===== src/rtl/emt_pkg.sv =====
package emt_pkg;

  localparam int unsigned DAYS_W = 16;
  localparam int unsigned TOD_W  = 17;
  localparam int unsigned SECS_W = 33;
  localparam int unsigned DVD_W  = 64;
  localparam int unsigned DVS_W  = 16;

  localparam int unsigned MUL_STEPS = 20;
  localparam logic [MUL_STEPS-1:0] US_PER_S   = MUL_STEPS'(1000000);
  localparam logic [DVS_W-1:0]     MS_DIVISOR = DVS_W'(1000);
  localparam logic [TOD_W-1:0]     S_PER_DAY  = TOD_W'(86400);
  localparam logic [TOD_W-1:0]     S_PER_HOUR = TOD_W'(3600);
  localparam logic [TOD_W-1:0]     S_PER_MIN  = TOD_W'(60);

  typedef enum logic [2:0] {
    OP_TICK    = 3'd0,
    OP_SYNC    = 3'd1,
    OP_SET     = 3'd2,
    OP_READ_US = 3'd3,
    OP_READ_MS = 3'd4,
    OP_CONVERT = 3'd5
  } op_t;

  function automatic logic [8:0] month_start_day(input logic [3:0] idx);
    logic [8:0] d;
    case (idx)
      4'd0:    d = 9'd0;
      4'd1:    d = 9'd31;
      4'd2:    d = 9'd59;
      4'd3:    d = 9'd90;
      4'd4:    d = 9'd120;
      4'd5:    d = 9'd151;
      4'd6:    d = 9'd181;
      4'd7:    d = 9'd212;
      4'd8:    d = 9'd243;
      4'd9:    d = 9'd273;
      4'd10:   d = 9'd304;
      4'd11:   d = 9'd334;
      default: d = 9'd0;
    endcase
    return d;
  endfunction

endpackage


===== src/rtl/emt_date.sv =====
module emt_date
  import emt_pkg::*;
(
  input  logic              clk,
  input  logic              rst,
  input  logic              start,
  input  logic [6:0]        year_in_century,
  input  logic [3:0]        month,
  input  logic [4:0]        day_of_month,
  input  logic [4:0]        hours,
  input  logic [5:0]        minutes,
  input  logic [5:0]        seconds,
  output logic              done,
  output logic [SECS_W-1:0] secs
);

  logic [3:0]        mon_c;
  logic [3:0]        mon_idx;
  logic              leap_adj;
  logic [10:0]       prev_year;
  logic [8:0]        quarter;
  logic [5:0]        leaps;
  logic [7:0]        years_since;
  logic [DAYS_W-1:0] year_days;
  logic [DAYS_W-1:0] days_next;
  logic [TOD_W-1:0]  tod_next;

  logic              stage1;
  logic [DAYS_W-1:0] days;
  logic [TOD_W-1:0]  tod;

  always_comb begin
    if (month == 4'd0) begin
      mon_c = 4'd1;
    end else if (month > 4'd12) begin
      mon_c = 4'd12;
    end else begin
      mon_c = month;
    end
    mon_idx     = mon_c - 4'd1;
    leap_adj    = (year_in_century[1:0] == 2'd0) && (year_in_century != 7'd100) &&
                  (mon_c > 4'd2);
    prev_year   = 11'd1999 + {4'd0, year_in_century};
    quarter     = prev_year[10:2];
    leaps       = 6'(quarter - 9'd492 - {8'd0, (year_in_century > 7'd100)});
    years_since = 8'd30 + {1'b0, year_in_century};
    year_days   = {8'd0, years_since} * 16'd365;
    days_next   = year_days + {10'd0, leaps} + {7'd0, month_start_day(mon_idx)} +
                  {11'd0, day_of_month} - 16'd1 + {15'd0, leap_adj};
    tod_next    = {12'd0, hours} * S_PER_HOUR + {11'd0, minutes} * S_PER_MIN +
                  {11'd0, seconds};
  end

  always_ff @(posedge clk) begin
    if (rst) begin
      stage1 <= 1'b0;
      done   <= 1'b0;
    end else begin
      stage1 <= start;
      done   <= stage1;
    end
  end

  always_ff @(posedge clk) begin
    if (start) begin
      days <= days_next;
      tod  <= tod_next;
    end
    if (stage1) begin
      secs <= {17'd0, days} * {16'd0, S_PER_DAY} + {16'd0, tod};
    end
  end

endmodule


===== src/rtl/emt_divider.sv =====
module emt_divider
  import emt_pkg::*;
(
  input  logic             clk,
  input  logic             rst,
  input  logic             start,
  input  logic [DVD_W-1:0] dividend,
  input  logic [DVS_W-1:0] divisor,
  output logic             done,
  output logic [DVD_W-1:0] quotient
);

  localparam int unsigned CNT_W = $clog2(DVD_W);
  localparam logic [CNT_W-1:0] LAST = CNT_W'(DVD_W - 1);

  logic             busy;
  logic [CNT_W-1:0] cnt;
  logic [DVD_W-1:0] work;
  logic [DVS_W-1:0] rem;
  logic [DVS_W-1:0] dvs;
  logic [DVS_W:0]   trial;
  logic             qbit;
  logic [DVS_W-1:0] rem_next;

  always_comb begin
    trial = {rem, work[DVD_W-1]};
    qbit  = (trial >= {1'b0, dvs});
    if (qbit) begin
      rem_next = DVS_W'(trial - {1'b0, dvs});
    end else begin
      rem_next = trial[DVS_W-1:0];
    end
  end

  always_ff @(posedge clk) begin
    if (rst) begin
      busy <= 1'b0;
      done <= 1'b0;
      cnt  <= '0;
    end else begin
      done <= 1'b0;
      if (start) begin
        busy <= 1'b1;
        cnt  <= '0;
      end else if (busy) begin
        cnt <= cnt + 1'b1;
        if (cnt == LAST) begin
          busy <= 1'b0;
          done <= 1'b1;
        end
      end
    end
  end

  always_ff @(posedge clk) begin
    if (start) begin
      work <= dividend;
      rem  <= '0;
      dvs  <= divisor;
    end else if (busy) begin
      work <= {work[DVD_W-2:0], qbit};
      rem  <= rem_next;
    end
  end

  assign quotient = work;

endmodule


===== src/rtl/epoch_microsecond_timekeeper.sv =====
// Replies (read us, read ms, convert) wait in the reply state while the output stalls.
// One input word at a time; the next word is accepted the cycle after the
// previous one completes. Set and sync wait on the 20-step serial multiply by
// 1e6, and read ms and sync on the 64-step radix-2 divider.
// Synchronous reset clears anchor, counter and synced flag and loads the
// subsecond fraction with 255.
module epoch_microsecond_timekeeper
  import emt_pkg::*;
#(
  parameter int unsigned COUNTER_BITS = 32
) (
  input  logic        clk,
  input  logic        rst,
  input  logic        cfg_write_enable,
  input  logic [14:0] cfg_write_data,
  input  logic        in_valid,
  output logic        in_stall,
  input  logic [2:0]  op,
  input  logic [6:0]  year_in_century,
  input  logic [3:0]  month,
  input  logic [4:0]  day_of_month,
  input  logic [4:0]  hours,
  input  logic [5:0]  minutes,
  input  logic [5:0]  seconds,
  input  logic [14:0] subsecond_count,
  input  logic [31:0] epoch_seconds,
  output logic        out_valid,
  input  logic        out_stall,
  output logic [63:0] result_value,
  output logic        synced_flag
);

  typedef enum logic [4:0] {
    S_IDLE  = 5'b00001,
    S_DATE  = 5'b00010,
    S_MUL   = 5'b00100,
    S_DIV   = 5'b01000,
    S_REPLY = 5'b10000
  } state_t;

  localparam int unsigned HI_W = 64 - COUNTER_BITS;
  localparam logic [4:0] MUL_LAST = 5'(MUL_STEPS - 1);

  state_t state;
  state_t state_next;

  logic [63:0]             anchor;
  logic [COUNTER_BITS-1:0] count;
  logic                    synced;
  logic [14:0]             frac;

  op_t         op_q;
  logic [6:0]  year_q;
  logic [3:0]  month_q;
  logic [4:0]  day_q;
  logic [4:0]  hours_q;
  logic [5:0]  minutes_q;
  logic [5:0]  seconds_q;
  logic [14:0] sub_q;

  logic [63:0] prod;
  logic [63:0] prod_next;
  logic [63:0] mcand;
  logic [4:0]  bit_idx;
  logic [63:0] res;
  logic [63:0] dvd;
  logic [15:0] dvs;
  logic        date_start;
  logic        div_start;

  logic              date_done;
  logic [SECS_W-1:0] date_secs;
  logic              div_done;
  logic [63:0]       quotient;

  logic        accept;
  logic        out_free;
  logic        mul_last;
  logic [63:0] now;
  logic [34:0] sub_scaled;

  assign in_stall   = (state != S_IDLE);
  assign accept     = in_valid && !in_stall;
  assign out_free   = !out_valid || !out_stall;
  assign mul_last   = (state == S_MUL) && (bit_idx == MUL_LAST);
  assign now        = anchor + {{HI_W{1'b0}}, count};
  assign prod_next  = US_PER_S[bit_idx] ? (prod + mcand) : prod;
  assign sub_scaled = {15'd0, US_PER_S} * {20'd0, sub_q};

  emt_date u_date (
    .clk             (clk),
    .rst             (rst),
    .start           (date_start),
    .year_in_century (year_q),
    .month           (month_q),
    .day_of_month    (day_q),
    .hours           (hours_q),
    .minutes         (minutes_q),
    .seconds         (seconds_q),
    .done            (date_done),
    .secs            (date_secs)
  );

  emt_divider u_div (
    .clk      (clk),
    .rst      (rst),
    .start    (div_start),
    .dividend (dvd),
    .divisor  (dvs),
    .done     (div_done),
    .quotient (quotient)
  );

  always_comb begin
    state_next = state;
    case (state)
      S_IDLE: begin
        if (accept) begin
          case (op)
            OP_SYNC, OP_CONVERT: state_next = S_DATE;
            OP_SET:              state_next = S_MUL;
            OP_READ_US:          state_next = S_REPLY;
            OP_READ_MS:          state_next = S_DIV;
            default:             state_next = S_IDLE;
          endcase
        end
      end
      S_DATE: begin
        if (date_done) begin
          state_next = (op_q == OP_CONVERT) ? S_REPLY : S_MUL;
        end
      end
      S_MUL: begin
        if (mul_last) begin
          state_next = (op_q == OP_SYNC) ? S_DIV : S_IDLE;
        end
      end
      S_DIV: begin
        if (div_done) begin
          state_next = (op_q == OP_SYNC) ? S_IDLE : S_REPLY;
        end
      end
      S_REPLY: begin
        if (out_free) begin
          state_next = S_IDLE;
        end
      end
      default: state_next = S_IDLE;
    endcase
  end

  always_ff @(posedge clk) begin
    if (rst) begin
      state      <= S_IDLE;
      anchor     <= '0;
      count      <= '0;
      synced     <= 1'b0;
      frac       <= 15'd255;
      date_start <= 1'b0;
      div_start  <= 1'b0;
      out_valid  <= 1'b0;
    end else begin
      state      <= state_next;
      date_start <= accept && ((op == OP_SYNC) || (op == OP_CONVERT));
      div_start  <= (accept && (op == OP_READ_MS)) || (mul_last && (op_q == OP_SYNC));
      if (cfg_write_enable) begin
        frac <= cfg_write_data;
      end
      if (accept && (op == OP_TICK)) begin
        count <= count + 1'b1;
        if (&count) begin
          anchor[63:COUNTER_BITS] <= anchor[63:COUNTER_BITS] + 1'b1;
        end
      end
      if (mul_last && (op_q == OP_SET)) begin
        anchor <= prod_next;
        count  <= '0;
        synced <= 1'b1;
      end
      if ((state == S_DIV) && div_done && (op_q == OP_SYNC)) begin
        anchor <= prod + quotient;
        count  <= '0;
      end
      if ((state == S_REPLY) && out_free) begin
        out_valid <= 1'b1;
      end else if (!out_stall) begin
        out_valid <= 1'b0;
      end
    end
  end

  always_ff @(posedge clk) begin
    if (accept) begin
      op_q      <= op_t'(op);
      year_q    <= year_in_century;
      month_q   <= month;
      day_q     <= day_of_month;
      hours_q   <= hours;
      minutes_q <= minutes;
      seconds_q <= seconds;
      sub_q     <= subsecond_count;
      case (op)
        OP_SET: begin
          mcand   <= {32'd0, epoch_seconds};
          prod    <= '0;
          bit_idx <= '0;
        end
        OP_READ_US: res <= now;
        OP_READ_MS: begin
          dvd <= now;
          dvs <= MS_DIVISOR;
        end
        default: ;
      endcase
    end
    if ((state == S_DATE) && date_done) begin
      res     <= {{(64 - SECS_W){1'b0}}, date_secs};
      mcand   <= {{(64 - SECS_W){1'b0}}, date_secs};
      prod    <= '0;
      bit_idx <= '0;
    end
    if (state == S_MUL) begin
      prod    <= prod_next;
      mcand   <= {mcand[62:0], 1'b0};
      bit_idx <= bit_idx + 5'd1;
      if (mul_last) begin
        dvd <= {29'd0, sub_scaled};
        dvs <= {1'b0, frac} + 16'd1;
      end
    end
    if ((state == S_DIV) && div_done) begin
      res <= quotient;
    end
    if ((state == S_REPLY) && out_free) begin
      result_value <= res;
      synced_flag  <= synced;
    end
  end

endmodule

===== config.mk =====
export PLATFORM = sky130hd
export DESIGN_NAME = epoch_microsecond_timekeeper
export DESIGN_NICKNAME = d
export VERILOG_FILES = /design/src/rtl/emt_pkg.sv /design/src/rtl/emt_date.sv /design/src/rtl/emt_divider.sv /design/src/rtl/epoch_microsecond_timekeeper.sv
export SDC_FILE = /design/constraint.sdc
export NUM_CORES = 2
export LEC_CHECK = 0
export BUFFER_PORTS_ARGS = -buffer_cell sky130_fd_sc_hd__clkbuf_2
export CAP_MARGIN = 5
export CORE_MARGIN = 3
export CORE_UTILIZATION = 59
export CTS_BUF_LIST = sky130_fd_sc_hd__clkbuf_2
export CTS_CLUSTER_SIZE = 40
export DETAILED_ROUTE_END_ITERATION = 8
export PLACE_DENSITY = 0.76
export SYNTH_ARGS = -nofsm -noshare
export SYNTH_HDL_FRONTEND = slang
export SYNTH_SLANG_ARGS = --single-unit

===== constraint.sdc =====
create_clock -name clk -period 6.5 [get_ports clk]
set_clock_uncertainty 0.2 [all_clocks]
set_input_delay 1.625 -clock clk [delete_from_list [all_inputs] [get_ports clk]]
set_output_delay 1.625 -clock clk [all_outputs]
set_load 0.01 [all_outputs]

==> out/metrics.csv <==
stage,metric,value,unit
run_status,status,"finished, violations left",
run_status,failing checks,negative setup slack,
cells_and_area,Finished Layout Cells,6571,
synth,Synth Register Bits,686,
cts,maximum clock insertion buffer count,3,
cells_and_area,register area,18300,µm²
critical_path,"Req. time, crit path",7.51,ns
floorplanning,placeable core area,81200,µm²
placement,HPWL Detailed,106000,µm
floorplanning,site row count,104,
synth,Post-synth EDFFs,458,
global_route,largest net degree at the start of global routing,70,
placement,Port Buf Inserts,169,
cells_and_area,Total Nets Final,6081,
sta,Final WS setup,-0.228,ns
cts,CTS sink cnt,686,
synth,yosys warns,0,
power,largest vdd supply drop,0.00190,V
global_route,first-pass GRT wire length,217000,µm
route,Residual DRC,0,
global_route,total gr overflow,0,
critical_path,"Slowest-stage cell, CP",fa_1,
route,initial drt markers,2926,
global_route,vias in the first global route,39625,
global_route,initial antenna violation count,3,
floorplanning,die area,86100,µm²
cts,clock latency on the worst-skew pair,1.52,ns
cts,clock-pin slew on the worst setup and hold paths,0.10,ns
cells_and_area,fill count,6761,
route,remaining antenna violation count,0,
critical_path,path type of the worst setup path,flop to flop,
sta,Final Max Tran Viols,0,
critical_path,Worst setup SP type,flop,
cells_and_area,Area growth syn-to-layout,8.89,%
floorplanning,Die Y,293,µm
placement,Placed Area,50900,µm²
route,DRT Wirelength,140000,µm
job,max cap viols,0,
cts,TritonCTS Buffers,182,
route,via count,39608,
floorplanning,width of the die,293,µm
sta,fin crit period,6.73,ns
sta,Slew headroom,0.288,
route,router iterations before antenna repair,7,
cells_and_area,area of the multi-input gates,28600,µm²
placement,Inst Count DP,6192,
synth,"Primary FF master, synth",edfxtp_1,
sta,RSZ-0062 raised after global routing,yes,
route,DR WL/cell,21.3,µm
synth,cells after synthesis,5093,
sta,Fin Setup TNS,-0.368,ns
hold_path,Hold Path Class,input pin to flop,
sta,Peak Freq,0.149,GHz
floorplanning,Ports,170,
floorplanning,Starting Density,0.600,
route,vias per cell,6.03,
synth,syn_area_per_cell,9.57,µm²
sta,"Hold Vio Cnt, Final",0,
cts,CTS tree,built,
synth,post-synthesis sequential area ratio,0.376,
sta,final setup vio count,2,
cts,H-Tree Depth,4,
placement,Placement Setup Slack,-0.242,ns
synth,post-synth cell types,86,
placement,GP Congestion,1.01,
cells_and_area,post-route cell area,53100,µm²
synth,Mapped Nets,5825,
power,Pleak,22.9,nW
critical_path,Max stage delay on crit path,0.53,ns
cells_and_area,share of cells above drive strength 1,0.130,
critical_path,critical path capture point type,flop,
critical_path,Worst Path Arrival,7.74,ns
synth,Mapped Area,48800,µm²
sta,Tcrit/Tclk final,1.04,
synth,"FFs w/ async S/R, synth",0,
sta,Slew @ Worst Pin,1.07,ns
critical_path,Worst Path Max Fanout,5,
cells_and_area,Final Core Density,0.654,
power,pwr dens,550,nW/µm²
cts,clk root buf,clkbuf_2,
global_route,GRT Util Overall,0.324,
[worst paths after layout]
path / startpoint / end / slack (ns) / cells after the start
worst min-delay path: cfg_write_data[3] / frac[3]$_SDFFE_PP1P_ / 0.14 / 3
worst min register to register: res[19]$_DFFE_PP_ / result_value[19]$_DFFE_PP_ / 0.17 / 0
worst max register to register: year_q[1]$_DFFE_PP_ / u_date.days[14]$_DFFE_PP_ / -0.23 / 28
worst max-delay path: year_q[1]$_DFFE_PP_ / u_date.days[14]$_DFFE_PP_ / -0.23 / 28
[Yosys cell counts (20+ instances only)]
cell type | n | share of area
ha_1 | 482 | 0.12
nor2_1 | 462 | 0.036
edfxtp_1 | 458 | 0.28
nand2_1 | 451 | 0.035
a21oi_1 | 395 | 0.041
inv_1 | 359 | 0.028
o21ai_0 | 249 | 0.026
dfxtp_1 | 228 | 0.094
xnor2_1 | 204 | 0.037
clkbuf_1 | 190 | 0.015
xor2_1 | 168 | 0.030
fa_1 | 147 | 0.060
a21o_1 | 120 | 0.018
nand3_1 | 108 | 0.011
mux2i_1 | 86 | 0.018
a31oi_1 | 71 | 0.0091
nor3_1 | 69 | 0.0071
and2_1 | 64 | 0.0082
mux2_2 | 64 | 0.015
and3_1 | 63 | 0.0081
nand4_1 | 59 | 0.0076
o31ai_1 | 45 | 0.0069
o21bai_1 | 44 | 0.0068
a211oi_1 | 43 | 0.0066
nand2b_1 | 42 | 0.0054
nor2b_1 | 38 | 0.0049
o21a_1 | 37 | 0.0057
o211ai_1 | 35 | 0.0054
a221oi_1 | 31 | 0.0056
or3_1 | 26 | 0.0033
o22ai_1 | 20 | 0.0026
[where the power goes]
| group | total, mW | internal (mW) | switching (mW) |
|---|---|---|---|
| sequential | 6.05 | 5.75 | 0.298 |
| combinational | 19.9 | 8.73 | 11.2 |
| clock | 3.25 | 1.24 | 2.00 |
| total | 29.2 | 15.7 | 13.5 |
[what timing repair did]
| item | 4_1_cts | 5_1_grt |
|---|---|---|
| setup buffers | 11 | 14 |
| hold endpoints to repair | 11 | 0 |
| pin swaps | 6 | 23 |
| gates resized for setup | 11 | 26 |
| hold buffers | 11 | 0 |
| cloned | 0 | 0 |
| setup endpoints to repair | 3 | 8 |
[state kept, by name (all words and copies together) (netlist names), 17 cells and up, named ones only]
name            cells
anchor             64
count              32
dvd                64
mcand              64
prod               64
res                64
result_value       64
u_date.secs        33
u_date.tod         17
u_div.quotient     64
[cells by family (layout without fill, tap and decap cells)]
logic type,Yosys count,count (layout),synth area share
adder cells (fa/ha/maj),629,629,0.184
multiplexers,150,150,0.0324
XOR/XNOR,372,372,0.0668
AND/OR/NAND/NOR,1457,1457,0.138
other,0,8,0
flip-flops,686,686,0.376
AO/OA/AOI/OAI,1230,1230,0.159
buffers and inverters,569,979,0.0439
[worst max-delay path: cells and delay by family (launching register included)]
family	cells	cell delay, ns
compound gates	8	1.57
xor+xnor	2	0.29
buf+inv	6	0.40
simple gates	3	0.24
flops	1	0.41
fa+ha+maj	9	3.37
[stage by stage]
stage	total power, mW	hold slack (ns)
after floorplan	20.7	0.200
after global placement	24.3	0.201
after detailed placement	24.9	0.205
after CTS	28.7	0.00208
after global routing	32.0	0.0479
final	29.2	0.140
[final cells by class]
type | count | share of cell area
multi-input cells | 3838 | 0.538
inverters | 359 | 0.0254
clock buffers | 247 | 0.0233
well taps | 1060 | 0.0250
clock inverters | 91 | 0.00990
repair buffers | 282 | 0.0329
flip-flops and latches | 686 | 0.345
diodes | 8 | 0.000377
[per-layer routing]
layer,vias up,share of wire,GRT usage,wire length [µm]
met5,-,0,0,0
met4,0,0.077,0.222,10800
met3,440,0.053,0.0526,7430
met2,1394,0.48,0.545,66700
met1,18909,0.39,0.381,55400
li1,18865,-,-,-
[cell usage in the layout (no fill, tap or decap), drive strengths merged, types with 71 or more instances in the layout]
cell type	count
a21o	121
a21oi	395
a31oi	71
buf	103
clkbuf	415
clkinv	77
dfxtp	228
edfxtp	458
fa	147
ha	482
inv	367
mux2i	86
nand2	451
nand3	108
nor2	462
nor3	71
o21ai	253
xnor2	204
xor2	168
Power figures use the tool's default switching activity.
